--- src/rtl/stc_pkg.sv ---
// Package for the source character tokenizer: token kinds, scan modes,
// character classes and sizing constants. No dependencies.
package stc_pkg;

  // Default widths of the position and line counters
  localparam int unsigned POSITION_BITS_DEF = 24;
  localparam int unsigned LINE_BITS_DEF     = 20;

  localparam int unsigned KIND_BITS  = 5;
  localparam int unsigned FIFO_DEPTH = 4;

  // Token kinds
  localparam logic [KIND_BITS-1:0] KIND_LPAREN    = 5'd0;
  localparam logic [KIND_BITS-1:0] KIND_RPAREN    = 5'd1;
  localparam logic [KIND_BITS-1:0] KIND_LBRACE    = 5'd2;
  localparam logic [KIND_BITS-1:0] KIND_RBRACE    = 5'd3;
  localparam logic [KIND_BITS-1:0] KIND_LBRACKET  = 5'd4;
  localparam logic [KIND_BITS-1:0] KIND_RBRACKET  = 5'd5;
  localparam logic [KIND_BITS-1:0] KIND_COMMA     = 5'd6;
  localparam logic [KIND_BITS-1:0] KIND_DOT       = 5'd7;
  localparam logic [KIND_BITS-1:0] KIND_MINUS     = 5'd8;
  localparam logic [KIND_BITS-1:0] KIND_PLUS      = 5'd9;
  localparam logic [KIND_BITS-1:0] KIND_SEMICOLON = 5'd10;
  localparam logic [KIND_BITS-1:0] KIND_COLON     = 5'd11;
  localparam logic [KIND_BITS-1:0] KIND_SLASH     = 5'd12;
  localparam logic [KIND_BITS-1:0] KIND_STAR      = 5'd13;
  localparam logic [KIND_BITS-1:0] KIND_BANG      = 5'd14;
  localparam logic [KIND_BITS-1:0] KIND_NOT_EQUAL = 5'd15;
  localparam logic [KIND_BITS-1:0] KIND_EQUAL     = 5'd16;
  localparam logic [KIND_BITS-1:0] KIND_EQ_EQ     = 5'd17;
  localparam logic [KIND_BITS-1:0] KIND_GREATER   = 5'd18;
  localparam logic [KIND_BITS-1:0] KIND_GREATER_EQ = 5'd19;
  localparam logic [KIND_BITS-1:0] KIND_LESS      = 5'd20;
  localparam logic [KIND_BITS-1:0] KIND_LESS_EQ   = 5'd21;
  localparam logic [KIND_BITS-1:0] KIND_STRING    = 5'd22;
  localparam logic [KIND_BITS-1:0] KIND_NUMBER    = 5'd23;
  localparam logic [KIND_BITS-1:0] KIND_IDENT     = 5'd24;
  localparam logic [KIND_BITS-1:0] KIND_ERROR     = 5'd25;

  // Scanner modes
  typedef enum logic [3:0] {
    MODE_IDLE    = 4'd0,
    MODE_BANG    = 4'd1,
    MODE_EQ      = 4'd2,
    MODE_LT      = 4'd3,
    MODE_GT      = 4'd4,
    MODE_SLASH   = 4'd5,
    MODE_COMMENT = 4'd6,
    MODE_SQ      = 4'd7,
    MODE_DQ      = 4'd8,
    MODE_NINT    = 4'd9,
    MODE_NDOT    = 4'd10,
    MODE_NFRAC   = 4'd11,
    MODE_IDENT   = 4'd12
  } mode_t;

  // Scanner push into the result queue: which of the two slots are used
  typedef struct packed {
    logic v0;
    logic v1;
  } push_t;

  function automatic logic is_numeral(input logic [7:0] c);
    return (c >= "0") && (c <= "9");
  endfunction

  function automatic logic is_letter(input logic [7:0] c);
    return ((c >= "a") && (c <= "z")) || ((c >= "A") && (c <= "Z")) || (c == "_");
  endfunction

  function automatic logic is_space(input logic [7:0] c);
    return (c == " ") || (c == 8'h09) || (c == 8'h0D) || (c == 8'h0A);
  endfunction

  // Single-byte punctuation: valid flag and kind
  function automatic logic [KIND_BITS:0] punct_kind(input logic [7:0] c);
    logic [KIND_BITS:0] r;
    r = '0;
    case (c)
      "(":     r = {1'b1, KIND_LPAREN};
      ")":     r = {1'b1, KIND_RPAREN};
      "{":     r = {1'b1, KIND_LBRACE};
      "}":     r = {1'b1, KIND_RBRACE};
      "[":     r = {1'b1, KIND_LBRACKET};
      "]":     r = {1'b1, KIND_RBRACKET};
      ",":     r = {1'b1, KIND_COMMA};
      ".":     r = {1'b1, KIND_DOT};
      "-":     r = {1'b1, KIND_MINUS};
      "+":     r = {1'b1, KIND_PLUS};
      ";":     r = {1'b1, KIND_SEMICOLON};
      ":":     r = {1'b1, KIND_COLON};
      "*":     r = {1'b1, KIND_STAR};
      default: r = '0;
    endcase
    return r;
  endfunction

  // Base kind of a pending comparison; the '=' form is one above it
  function automatic logic [KIND_BITS-1:0] op_kind(input mode_t m);
    logic [KIND_BITS-1:0] k;
    case (m)
      MODE_BANG: k = KIND_BANG;
      MODE_EQ:   k = KIND_EQUAL;
      MODE_LT:   k = KIND_LESS;
      default:   k = KIND_GREATER;
    endcase
    return k;
  endfunction

endpackage

--- src/rtl/stc_scan.sv ---
// Scanner core: mode, token start, byte offset and line registers, plus the
// one-pass logic that turns a byte into up to two packed results. Uses stc_pkg.
module stc_scan #(
  parameter int unsigned POSITION_BITS = stc_pkg::POSITION_BITS_DEF,
  parameter int unsigned LINE_BITS     = stc_pkg::LINE_BITS_DEF,
  localparam int unsigned RES_W = stc_pkg::KIND_BITS + 2 * POSITION_BITS + LINE_BITS + 1
) (
  input  logic                  clk,
  input  logic                  rst_n,
  input  logic                  take,
  input  logic [7:0]            character,
  input  logic                  end_of_source,
  output stc_pkg::push_t        push,
  output logic [RES_W-1:0]      res0,
  output logic [RES_W-1:0]      res1
);

  localparam int unsigned KB = stc_pkg::KIND_BITS;

  stc_pkg::mode_t           mode_r, mode_nxt;
  logic [POSITION_BITS-1:0] begin_r, begin_nxt;
  logic [POSITION_BITS-1:0] pos_r, pos_nxt;
  logic [LINE_BITS-1:0]     line_r, line_nxt;

  // Classes of the incoming byte
  logic c_dig, c_let, c_ws, c_nl;
  logic [KB:0] c_punct;
  assign c_dig   = stc_pkg::is_numeral(character);
  assign c_let   = stc_pkg::is_letter(character);
  assign c_ws    = stc_pkg::is_space(character);
  assign c_nl    = (character == 8'h0A);
  assign c_punct = stc_pkg::punct_kind(character);

  // Fresh token start on this byte
  stc_pkg::mode_t    bt_mode;
  logic              bt_emit;
  logic [KB-1:0]     bt_kind;
  logic [POSITION_BITS-1:0] bt_len;
  always_comb begin
    bt_mode = stc_pkg::MODE_IDLE;
    bt_emit = 1'b0;
    bt_kind = stc_pkg::KIND_ERROR;
    bt_len  = '0;
    if (character == "!")        bt_mode = stc_pkg::MODE_BANG;
    else if (character == "=")   bt_mode = stc_pkg::MODE_EQ;
    else if (character == "<")   bt_mode = stc_pkg::MODE_LT;
    else if (character == ">")   bt_mode = stc_pkg::MODE_GT;
    else if (character == "/")   bt_mode = stc_pkg::MODE_SLASH;
    else if (character == "'")   bt_mode = stc_pkg::MODE_SQ;
    else if (character == "\"")  bt_mode = stc_pkg::MODE_DQ;
    else if (c_punct[KB]) begin
      bt_emit = 1'b1;
      bt_kind = c_punct[KB-1:0];
      bt_len  = POSITION_BITS'(1);
    end else if (c_dig)          bt_mode = stc_pkg::MODE_NINT;
    else if (c_let)              bt_mode = stc_pkg::MODE_IDENT;
    else if (!c_ws)              bt_emit = 1'b1;
  end

  // Continue or close the pending token
  logic [POSITION_BITS-1:0] tok_span;
  assign tok_span = pos_r - begin_r;

  logic                     restart, feed_nl, e1_v;
  stc_pkg::mode_t           feed_mode;
  logic [KB-1:0]            e1_kind;
  logic [POSITION_BITS-1:0] e1_len;
  always_comb begin
    restart   = 1'b0;
    feed_nl   = 1'b0;
    feed_mode = mode_r;
    e1_v      = 1'b0;
    e1_kind   = stc_pkg::KIND_ERROR;
    e1_len    = '0;
    unique case (mode_r)
      stc_pkg::MODE_BANG, stc_pkg::MODE_EQ, stc_pkg::MODE_LT, stc_pkg::MODE_GT: begin
        e1_v = 1'b1;
        if (character == "=") begin
          e1_kind   = stc_pkg::op_kind(mode_r) + KB'(1);
          e1_len    = tok_span + POSITION_BITS'(1);
          feed_mode = stc_pkg::MODE_IDLE;
        end else begin
          e1_kind = stc_pkg::op_kind(mode_r);
          e1_len  = tok_span;
          restart = 1'b1;
        end
      end
      stc_pkg::MODE_SLASH: begin
        if (character == "/") begin
          feed_mode = stc_pkg::MODE_COMMENT;
        end else begin
          e1_v    = 1'b1;
          e1_kind = stc_pkg::KIND_SLASH;
          e1_len  = tok_span;
          restart = 1'b1;
        end
      end
      stc_pkg::MODE_COMMENT: begin
        if (c_nl) begin
          feed_nl   = 1'b1;
          feed_mode = stc_pkg::MODE_IDLE;
        end
      end
      stc_pkg::MODE_SQ, stc_pkg::MODE_DQ: begin
        if (character == ((mode_r == stc_pkg::MODE_SQ) ? 8'("'") : 8'("\""))) begin
          e1_v      = 1'b1;
          e1_kind   = stc_pkg::KIND_STRING;
          e1_len    = tok_span + POSITION_BITS'(1);
          feed_mode = stc_pkg::MODE_IDLE;
        end else if (c_nl) begin
          feed_nl = 1'b1;
        end
      end
      stc_pkg::MODE_NINT, stc_pkg::MODE_NFRAC: begin
        if (c_dig) begin
          feed_mode = mode_r;
        end else if ((character == ".") && (mode_r == stc_pkg::MODE_NINT)) begin
          feed_mode = stc_pkg::MODE_NDOT;
        end else begin
          e1_v    = 1'b1;
          restart = 1'b1;
          if (c_ws) begin
            e1_kind = stc_pkg::KIND_NUMBER;
            e1_len  = tok_span;
          end
        end
      end
      stc_pkg::MODE_NDOT: begin
        if (c_dig) begin
          feed_mode = stc_pkg::MODE_NFRAC;
        end else begin
          e1_v    = 1'b1;
          restart = 1'b1;
        end
      end
      stc_pkg::MODE_IDENT: begin
        if (!(c_let || c_dig)) begin
          e1_v    = 1'b1;
          e1_kind = stc_pkg::KIND_IDENT;
          e1_len  = tok_span;
          restart = 1'b1;
        end
      end
      default: restart = 1'b1;
    endcase
  end

  // State after this byte, before any end-of-source flush
  stc_pkg::mode_t           m2;
  logic [POSITION_BITS-1:0] begin2;
  logic [LINE_BITS-1:0]     line_mid;
  logic                     line_inc, bt_v;
  assign m2       = restart ? bt_mode : feed_mode;
  assign begin2   = restart ? pos_r : begin_r;
  assign line_inc = feed_nl || (restart && c_nl);
  assign line_mid = (line_inc && (line_r != '1)) ? line_r + LINE_BITS'(1) : line_r;
  assign bt_v     = restart && bt_emit;

  // Closing of whatever is still open at end of source
  logic                     fl_v;
  logic [KB-1:0]            fl_kind;
  logic [POSITION_BITS-1:0] fl_len, fl_span;
  assign fl_span = pos_r - begin2 + POSITION_BITS'(1);
  always_comb begin
    fl_v    = 1'b0;
    fl_kind = stc_pkg::KIND_ERROR;
    fl_len  = '0;
    unique case (m2)
      stc_pkg::MODE_BANG, stc_pkg::MODE_EQ, stc_pkg::MODE_LT, stc_pkg::MODE_GT: begin
        fl_v = 1'b1; fl_kind = stc_pkg::op_kind(m2); fl_len = fl_span;
      end
      stc_pkg::MODE_SLASH: begin
        fl_v = 1'b1; fl_kind = stc_pkg::KIND_SLASH; fl_len = fl_span;
      end
      stc_pkg::MODE_SQ, stc_pkg::MODE_DQ, stc_pkg::MODE_NDOT: begin
        fl_v = 1'b1;
      end
      stc_pkg::MODE_NINT, stc_pkg::MODE_NFRAC: begin
        fl_v = 1'b1; fl_kind = stc_pkg::KIND_NUMBER; fl_len = fl_span;
      end
      stc_pkg::MODE_IDENT: begin
        fl_v = 1'b1; fl_kind = stc_pkg::KIND_IDENT; fl_len = fl_span;
      end
      default: fl_v = 1'b0;
    endcase
    fl_v = fl_v && end_of_source;
  end

  // Pack candidates {kind, start, length, line, last}; compact to two slots
  localparam int unsigned PW = RES_W - 1;
  logic [PW-1:0] e1_p, bt_p, fl_p, r0_p, r1_p;
  assign e1_p = {e1_kind, begin_r, e1_len, line_r};
  assign bt_p = {bt_kind, pos_r, bt_len, line_r};
  assign fl_p = {fl_kind, begin2, fl_len, line_mid};

  always_comb begin
    push = '0;
    r0_p = fl_p;
    r1_p = fl_p;
    if (e1_v) begin
      r0_p    = e1_p;
      push.v0 = 1'b1;
      r1_p    = bt_v ? bt_p : fl_p;
      push.v1 = bt_v || fl_v;
    end else if (bt_v) begin
      r0_p    = bt_p;
      push.v0 = 1'b1;
      push.v1 = fl_v;
    end else begin
      push.v0 = fl_v;
    end
    push.v0 = push.v0 && take;
    push.v1 = push.v1 && take;
  end
  assign res0 = {r0_p, !push.v1};
  assign res1 = {r1_p, 1'b1};

  // State update; end of source returns everything to reset values
  always_comb begin
    mode_nxt  = mode_r;
    begin_nxt = begin_r;
    pos_nxt   = pos_r;
    line_nxt  = line_r;
    if (take) begin
      if (end_of_source) begin
        mode_nxt  = stc_pkg::MODE_IDLE;
        begin_nxt = '0;
        pos_nxt   = '0;
        line_nxt  = LINE_BITS'(1);
      end else begin
        mode_nxt  = m2;
        begin_nxt = begin2;
        line_nxt  = line_mid;
        pos_nxt   = (pos_r != '1) ? pos_r + POSITION_BITS'(1) : pos_r;
      end
    end
  end

  always_ff @(posedge clk) begin
    if (!rst_n) begin
      mode_r  <= stc_pkg::MODE_IDLE;
      begin_r <= '0;
      pos_r   <= '0;
      line_r  <= LINE_BITS'(1);
    end else begin
      mode_r  <= mode_nxt;
      begin_r <= begin_nxt;
      pos_r   <= pos_nxt;
      line_r  <= line_nxt;
    end
  end

  // Line count starts at one and never wraps to zero
  a_line_nonzero: assert property (@(posedge clk) disable iff (!rst_n)
    line_r != '0) else $error("line count reached zero");

  // End of source brings the scanner back to its reset state
  a_eos_reset: assert property (@(posedge clk) disable iff (!rst_n)
    take && end_of_source |=> (pos_r == '0) && (mode_r == stc_pkg::MODE_IDLE)
      && (line_r == LINE_BITS'(1))) else $error("scanner not reset after end of source");

  // Second slot is only used together with the first
  a_slot_order: assert property (@(posedge clk) disable iff (!rst_n)
    push.v1 |-> push.v0) else $error("second result without first");

  // Token start never lies ahead of the current offset
  a_begin_le_pos: assert property (@(posedge clk) disable iff (!rst_n)
    begin_r <= pos_r) else $error("token start beyond byte offset");

endmodule

--- src/rtl/stc_result_fifo.sv ---
// Small result queue between the scanner and the output channel; takes up to
// two results per cycle and hands out one while out_ready is high. Uses stc_pkg.
module stc_result_fifo #(
  parameter int unsigned WIDTH = 8
) (
  input  logic             clk,
  input  logic             rst_n,
  input  stc_pkg::push_t   push,
  input  logic [WIDTH-1:0] wr0,
  input  logic [WIDTH-1:0] wr1,
  output logic             room,
  output logic             out_valid,
  input  logic             out_ready,
  output logic [WIDTH-1:0] out_data
);

  localparam int unsigned DEPTH = stc_pkg::FIFO_DEPTH;
  localparam int unsigned AW    = $clog2(DEPTH);

  logic [WIDTH-1:0] mem_r [DEPTH];
  logic [AW-1:0]    wr_ptr_r, wr_ptr_nxt, rd_ptr_r, rd_ptr_nxt, wr_ptr1;
  logic [AW:0]      count_r, count_nxt;
  logic             pop;

  assign pop       = out_valid && out_ready;
  assign out_valid = (count_r != '0);
  assign out_data  = mem_r[rd_ptr_r];
  assign room      = (count_r <= (AW + 1)'(DEPTH - 2));
  assign wr_ptr1   = wr_ptr_r + AW'(1);

  // Pointer and fill bookkeeping
  always_comb begin
    wr_ptr_nxt = wr_ptr_r + AW'(push.v0) + AW'(push.v1);
    rd_ptr_nxt = rd_ptr_r + AW'(pop);
    count_nxt  = count_r + (AW + 1)'(push.v0) + (AW + 1)'(push.v1) - (AW + 1)'(pop);
  end

  always_ff @(posedge clk) begin
    if (!rst_n) begin
      wr_ptr_r <= '0;
      rd_ptr_r <= '0;
      count_r  <= '0;
    end else begin
      wr_ptr_r <= wr_ptr_nxt;
      rd_ptr_r <= rd_ptr_nxt;
      count_r  <= count_nxt;
    end
  end

  // Entry storage
  always_ff @(posedge clk) begin
    if (push.v0) mem_r[wr_ptr_r] <= wr0;
    if (push.v1) mem_r[wr_ptr1]  <= wr1;
  end

  a_no_overflow: assert property (@(posedge clk) disable iff (!rst_n)
    count_r <= (AW + 1)'(DEPTH)) else $error("result queue overflow");

  a_push_has_room: assert property (@(posedge clk) disable iff (!rst_n)
    push.v1 |-> room) else $error("double push without room");

  a_pop_only: assert property (@(posedge clk) disable iff (!rst_n)
    pop && !push.v0 && !push.v1 |=> count_r == $past(count_r) - (AW + 1)'(1))
    else $error("queue count did not drop on pop");

endmodule

--- src/rtl/source_character_tokenizer.sv ---
// A byte is registered in the input item register when accepted, scanned
// from there straight into the result queue once the queue has room, and
// its first token is on out_* once the queue holds it. Throughput: one byte
// per cycle while each byte gives at most one token and the queue drains;
// a byte giving two tokens pushes both into the four-entry result queue,
// which hands them out one at a time. Reset: synchronous active-low rst_n
// clears mode, offset and queue, sets the line count to 1; no clearing pass.
module source_character_tokenizer #(
  parameter int unsigned POSITION_BITS = stc_pkg::POSITION_BITS_DEF,
  parameter int unsigned LINE_BITS     = stc_pkg::LINE_BITS_DEF
) (
  input  logic                         clk,
  input  logic                         rst_n,
  input  logic                         in_valid,
  output logic                         in_ready,
  input  logic [7:0]                   in_character,
  input  logic                         in_end_of_source,
  output logic                         out_valid,
  input  logic                         out_ready,
  output logic [stc_pkg::KIND_BITS-1:0] out_token_kind,
  output logic [POSITION_BITS-1:0]     out_token_start,
  output logic [POSITION_BITS-1:0]     out_token_length,
  output logic [LINE_BITS-1:0]         out_line_number,
  output logic                         out_last_of_run
);

  localparam int unsigned RES_W = stc_pkg::KIND_BITS + 2 * POSITION_BITS + LINE_BITS + 1;

  // Input item register
  logic       hold_v_r, hold_v_nxt;
  logic [7:0] hold_char_r;
  logic       hold_eos_r;
  logic       take, room;

  assign take     = hold_v_r && room;
  assign in_ready = !hold_v_r || take;

  always_comb begin
    hold_v_nxt = hold_v_r;
    if (in_valid && in_ready) hold_v_nxt = 1'b1;
    else if (take)            hold_v_nxt = 1'b0;
  end

  always_ff @(posedge clk) begin
    if (!rst_n) hold_v_r <= 1'b0;
    else        hold_v_r <= hold_v_nxt;
  end

  always_ff @(posedge clk) begin
    if (in_valid && in_ready) begin
      hold_char_r <= in_character;
      hold_eos_r  <= in_end_of_source;
    end
  end

  // Scanner
  stc_pkg::push_t   push;
  logic [RES_W-1:0] res0, res1, head;

  stc_scan #(
    .POSITION_BITS (POSITION_BITS),
    .LINE_BITS     (LINE_BITS)
  ) u_scan (
    .clk           (clk),
    .rst_n         (rst_n),
    .take          (take),
    .character     (hold_char_r),
    .end_of_source (hold_eos_r),
    .push          (push),
    .res0          (res0),
    .res1          (res1)
  );

  // Result queue and output unpacking
  stc_result_fifo #(
    .WIDTH (RES_W)
  ) u_fifo (
    .clk       (clk),
    .rst_n     (rst_n),
    .push      (push),
    .wr0       (res0),
    .wr1       (res1),
    .room      (room),
    .out_valid (out_valid),
    .out_ready (out_ready),
    .out_data  (head)
  );

  assign {out_token_kind, out_token_start, out_token_length, out_line_number,
          out_last_of_run} = head;

endmodule
--- config.mk ---
export PLATFORM = sky130hd
export DESIGN_NAME = source_character_tokenizer
export DESIGN_NICKNAME = d
export VERILOG_FILES = /design/src/rtl/stc_pkg.sv /design/src/rtl/stc_scan.sv /design/src/rtl/stc_result_fifo.sv /design/src/rtl/source_character_tokenizer.sv
export SDC_FILE = /design/constraint.sdc
export NUM_CORES = 1
export LEC_CHECK = 0
export BUFFER_PORTS_ARGS = -buffer_cell sky130_fd_sc_hd__buf_2
export CELL_PAD_IN_SITES_DETAIL_PLACEMENT = 1
export CELL_PAD_IN_SITES_GLOBAL_PLACEMENT = 1
export CORE_MARGIN = 2
export CORE_UTILIZATION = 50
export DETAILED_ROUTE_END_ITERATION = 12
export PLACE_DENSITY_LB_ADDON = 0.15
export SYNTH_ARGS = -nofsm -noshare
export SYNTH_HDL_FRONTEND = slang
export SYNTH_SLANG_ARGS = --single-unit
--- constraint.sdc ---
create_clock -name clk -period 8.1 [get_ports clk]
set_clock_uncertainty 0.05 [all_clocks]
set_input_delay 0.81 -clock clk [delete_from_list [all_inputs] [get_ports clk]]
set_output_delay 0.81 -clock clk [all_outputs]
set_load 0.02 [all_outputs]
==> flow_metrics.py <==
metrics = {
    "clock_network": {
        "cts_tree": "done",
        "cts.repair.resized": 0,
        "cts_inserted_buffers": 44,
        "post-cts-setup-buffers": 0,
        "clk_pin_slew_worst_paths_ns": 0.06,
        "hold_buffers": 0,
        "htree_num_levels": 2,
        "cts.sinks": 385,
        "clockRootBuffer": "clkbuf_16",
        "cts_buffer_depth": 3,
        "clk_latency_ns": 0.59,
    },
    "timing": {
        "setup_viol": 0,
        "tightest_slew_ns": 1.29,
        "relSlewSlack_pct": 14.2,
        "hold_violations": 0,
        "rsz0062_at_grt": "false",
        "fin_tns_setup_ns": 0,
        "drv_slew": 0,
        "fin_crit_sh_pct": 82.8,
        "fin_crit_ns": 6.71,
        "fmax_mhz": 149,
        "holdWs_ns": 0.344,
    },
    "yosys": {
        "ys_ff_latch": 385,
        "synth-async-reset-ratio_pct": 0,
        "ys.flop_type": "edfxtp_1",
        "yosysSeqAreaShare_pct": 45.5,
        "synth_area_leaders": "edfxtp_1 (38%), dfxtp_1 (7.1%), mux4_2 (7.1%), a21oi_1 (4.5%), o21ai_0 (4.1%)",
        "syn_avg_cell_area_sq_um": 9.88,
        "synth.distinct_cells": 95,
        "synth_top_area_share_pct": 38.3,
        "synthTopCellsByCount": "edfxtp_1 (301), nand2_1 (244), a21oi_1 (210), o21ai_0 (194), nor2_1 (161)",
        "synth_top_area_cell": "edfxtp_1",
        "synthCells": 2385,
        "yosys_warnings": 0,
        "netlist_area_sq_um": 23600,
        "syn-num-nets": 2477,
        "synth.most_common_cell": "edfxtp_1",
        "synth-edff-count": 301,
    },
    "run_status": {
        "status": "finished, final reports clean",
    },
    "setup_path": {
        "slowest_stage": "edfxtp_1",
        "worstPathCellList": "or4b_4 -> or3_4 -> a211oi_2 -> nand3_2 -> buf_4 -> nor2_1 -> a21oi_1 -> inv_1 -> ha_1 -> inv_1 -> ha_1 -> inv_1 -> fa_1 -> nor2b_1 -> o31a_1 -> o2111a_1 -> nor2_1 -> o21ai_0 -> a31oi_1 -> xnor2_1 -> and3_1 -> a311o_1 -> o2bb2ai_1",
        "cp.arrival_ns": 6.97,
        "cp_max_fo": 45,
        "cp-start-kind": "flop",
        "max_stage_delay_ns": 0.61,
        "path_common_cell": "inv_1",
        "critPathTopFamily": "simple AND/OR/NAND/NOR gates",
        "crit_path_end_kind": "flop",
        "worstSetupStartpoint": "hold_char_r[4]$_DFFE_PP_",
        "crit_buf_inv": 4,
        "critical_path_class": "flop to flop",
        "r2r_start": "hold_char_r[4]$_DFFE_PP_",
        "worst_ep_required_time_ns": 8.36,
    },
    "die": {
        "ios": 89,
        "start_util_pct": 50.6,
        "die_x_um": 221,
        "die_y_um": 221,
        "fp-row-count": 79,
        "dieArea_sq_um": 48900,
        "coreArea_sq_um": 46600,
    },
    "grt": {
        "grt_usage_pct": 33.0,
        "gr-total-overflow": 0,
        "grt_pass1_wl_mm": 126,
        "grt_max_degree": 62,
        "antenna_found_initial": 0,
        "first_global_vias": 21200,
    },
    "final_layout": {
        "area_growth_pct": 9.34,
        "drive_above_1_share_pct": 12.8,
        "antenna_cells": 0,
        "nets": 2472,
    },
    "drt": {
        "via_count": 20500,
        "wl_per_cell_um": 27.1,
        "via_per_inst": 6.79,
        "drt_iter0_markers": 1912,
        "ant_nets": 0,
        "routed_wl_mm": 81.8,
        "drc": 0,
        "drt-pass1-iter-count": 5,
    },
    "power_and_ir_drop": {
        "power-per-cell-area_nw_per_um2": 218,
        "peakVddDrop_mv": 0.270,
        "p_leak_uw": 0.00841,
    },
    "place": {
        "io_buffers": 88,
        "dpl.hpwl_mm": 54.6,
        "place.gp.congestion": 0.938,
    },
    "hold_path": {
        "hp-class": "input port to flop",
        "min_from": "in_character[3]",
    },
    "job": {
        "max-cap-violations": 0,
    },
}
## kinds of logic (layout without fill, tap and decap cells)
logic type,Yosys count,count (layout),synth area share [%]
simple gates,720,720,14.9
buf+inv,243,271,4.11
mux,83,83,7.57
flops,385,385,45.5
compound gates,806,806,21.1
fa+ha+maj,79,79,4.35
xor+xnor,69,69,2.56
## area by class of cell
class | instances | area (sq um)
Timing Repair Buffer | 123 | 728
Sequential cell | 385 | 10700
Tap cell | 607 | 759
Inverter | 69 | 264
Clock inverter | 21 | 185
Fill cell | 5156 | 20800
Multi-Input combinational cell | 1757 | 11900
Clock buffer | 58 | 1160
## sequential cells by signal, summed over array words and instances (netlist names), 3 cells and up
register        flops
u_scan.pos_r       24
u_fifo.count_r      3
u_scan.mode_r       4
hold_char_r         8
u_scan.line_r      20
u_scan.begin_r     24
u_fifo.mem_r      296
## layer usage
| layer | vias to the layer above | wire [um] | track usage [%] |
|---|---|---|---|
| li1 | 9091 | - | - |
| met1 | 10400 | 32800 | 42.4 |
| met2 | 823 | 41100 | 57.1 |
| met3 | 187 | 4910 | 3.85 |
| met4 | 0 | 2990 | 13.0 |
| met5 | - | 0 | 0 |
## final timing paths
kind / end / slack (ns) / cells past startpoint
setup / recovery: u_fifo.mem_r[3][44]$_DFFE_PP_ / 1.39 / 23
hold / removal: hold_char_r[3]$_DFFE_PP_ / 0.34 / 1
setup reg to reg: u_fifo.mem_r[3][44]$_DFFE_PP_ / 1.39 / 23
hold reg to reg: u_fifo.mem_r[2][0]$_SDFFE_PP1N_ / 0.42 / 1
## power by group
group	switching (uW)	total [uW]	internal, uW
sequential	117	2350	2240
clock	857	1940	1080
combinational	842	1340	497
## per-stage QoR
stage	instance area (sq um)	instances	power, uW	setup slack, ns	utilization [%]
floorplan	23600	2385	3250	2.31	-
global placement	24400	2941	3700	1.68	52.5
detailed placement	24400	2941	3730	1.49	52.5
CTS	25800	3020	5650	1.40	55.4
global route	25800	3020	5790	0.899	55.4
finish	25800	3020	5630	1.39	55.4
## cell usage in the layout, fill, tap and decap left out, drive strengths merged, types with 15 or more instances in the layout
cell type,netlist,layout
edfxtp,301,301
nor2b,26,26
a21o,16,16
xnor2,31,31
nand3,43,43
o22ai,149,149
a22oi,15,15
dfxtp,84,84
a31oi,47,47
ha,74,74
nand2b,19,19
xor2,38,38
nand4,24,24
nor3,42,42
nor2,162,162
clkbuf,121,58
and3,22,22
or3,15,15
inv,69,67
nand2,244,244
and2,62,62
mux4,74,74
a21oi,211,211
buf,53,123
a311oi,15,15
a211oi,19,19
o21ai,211,211
clkinv,0,19
No activity file was read; power rests on OpenSTA's default activity.
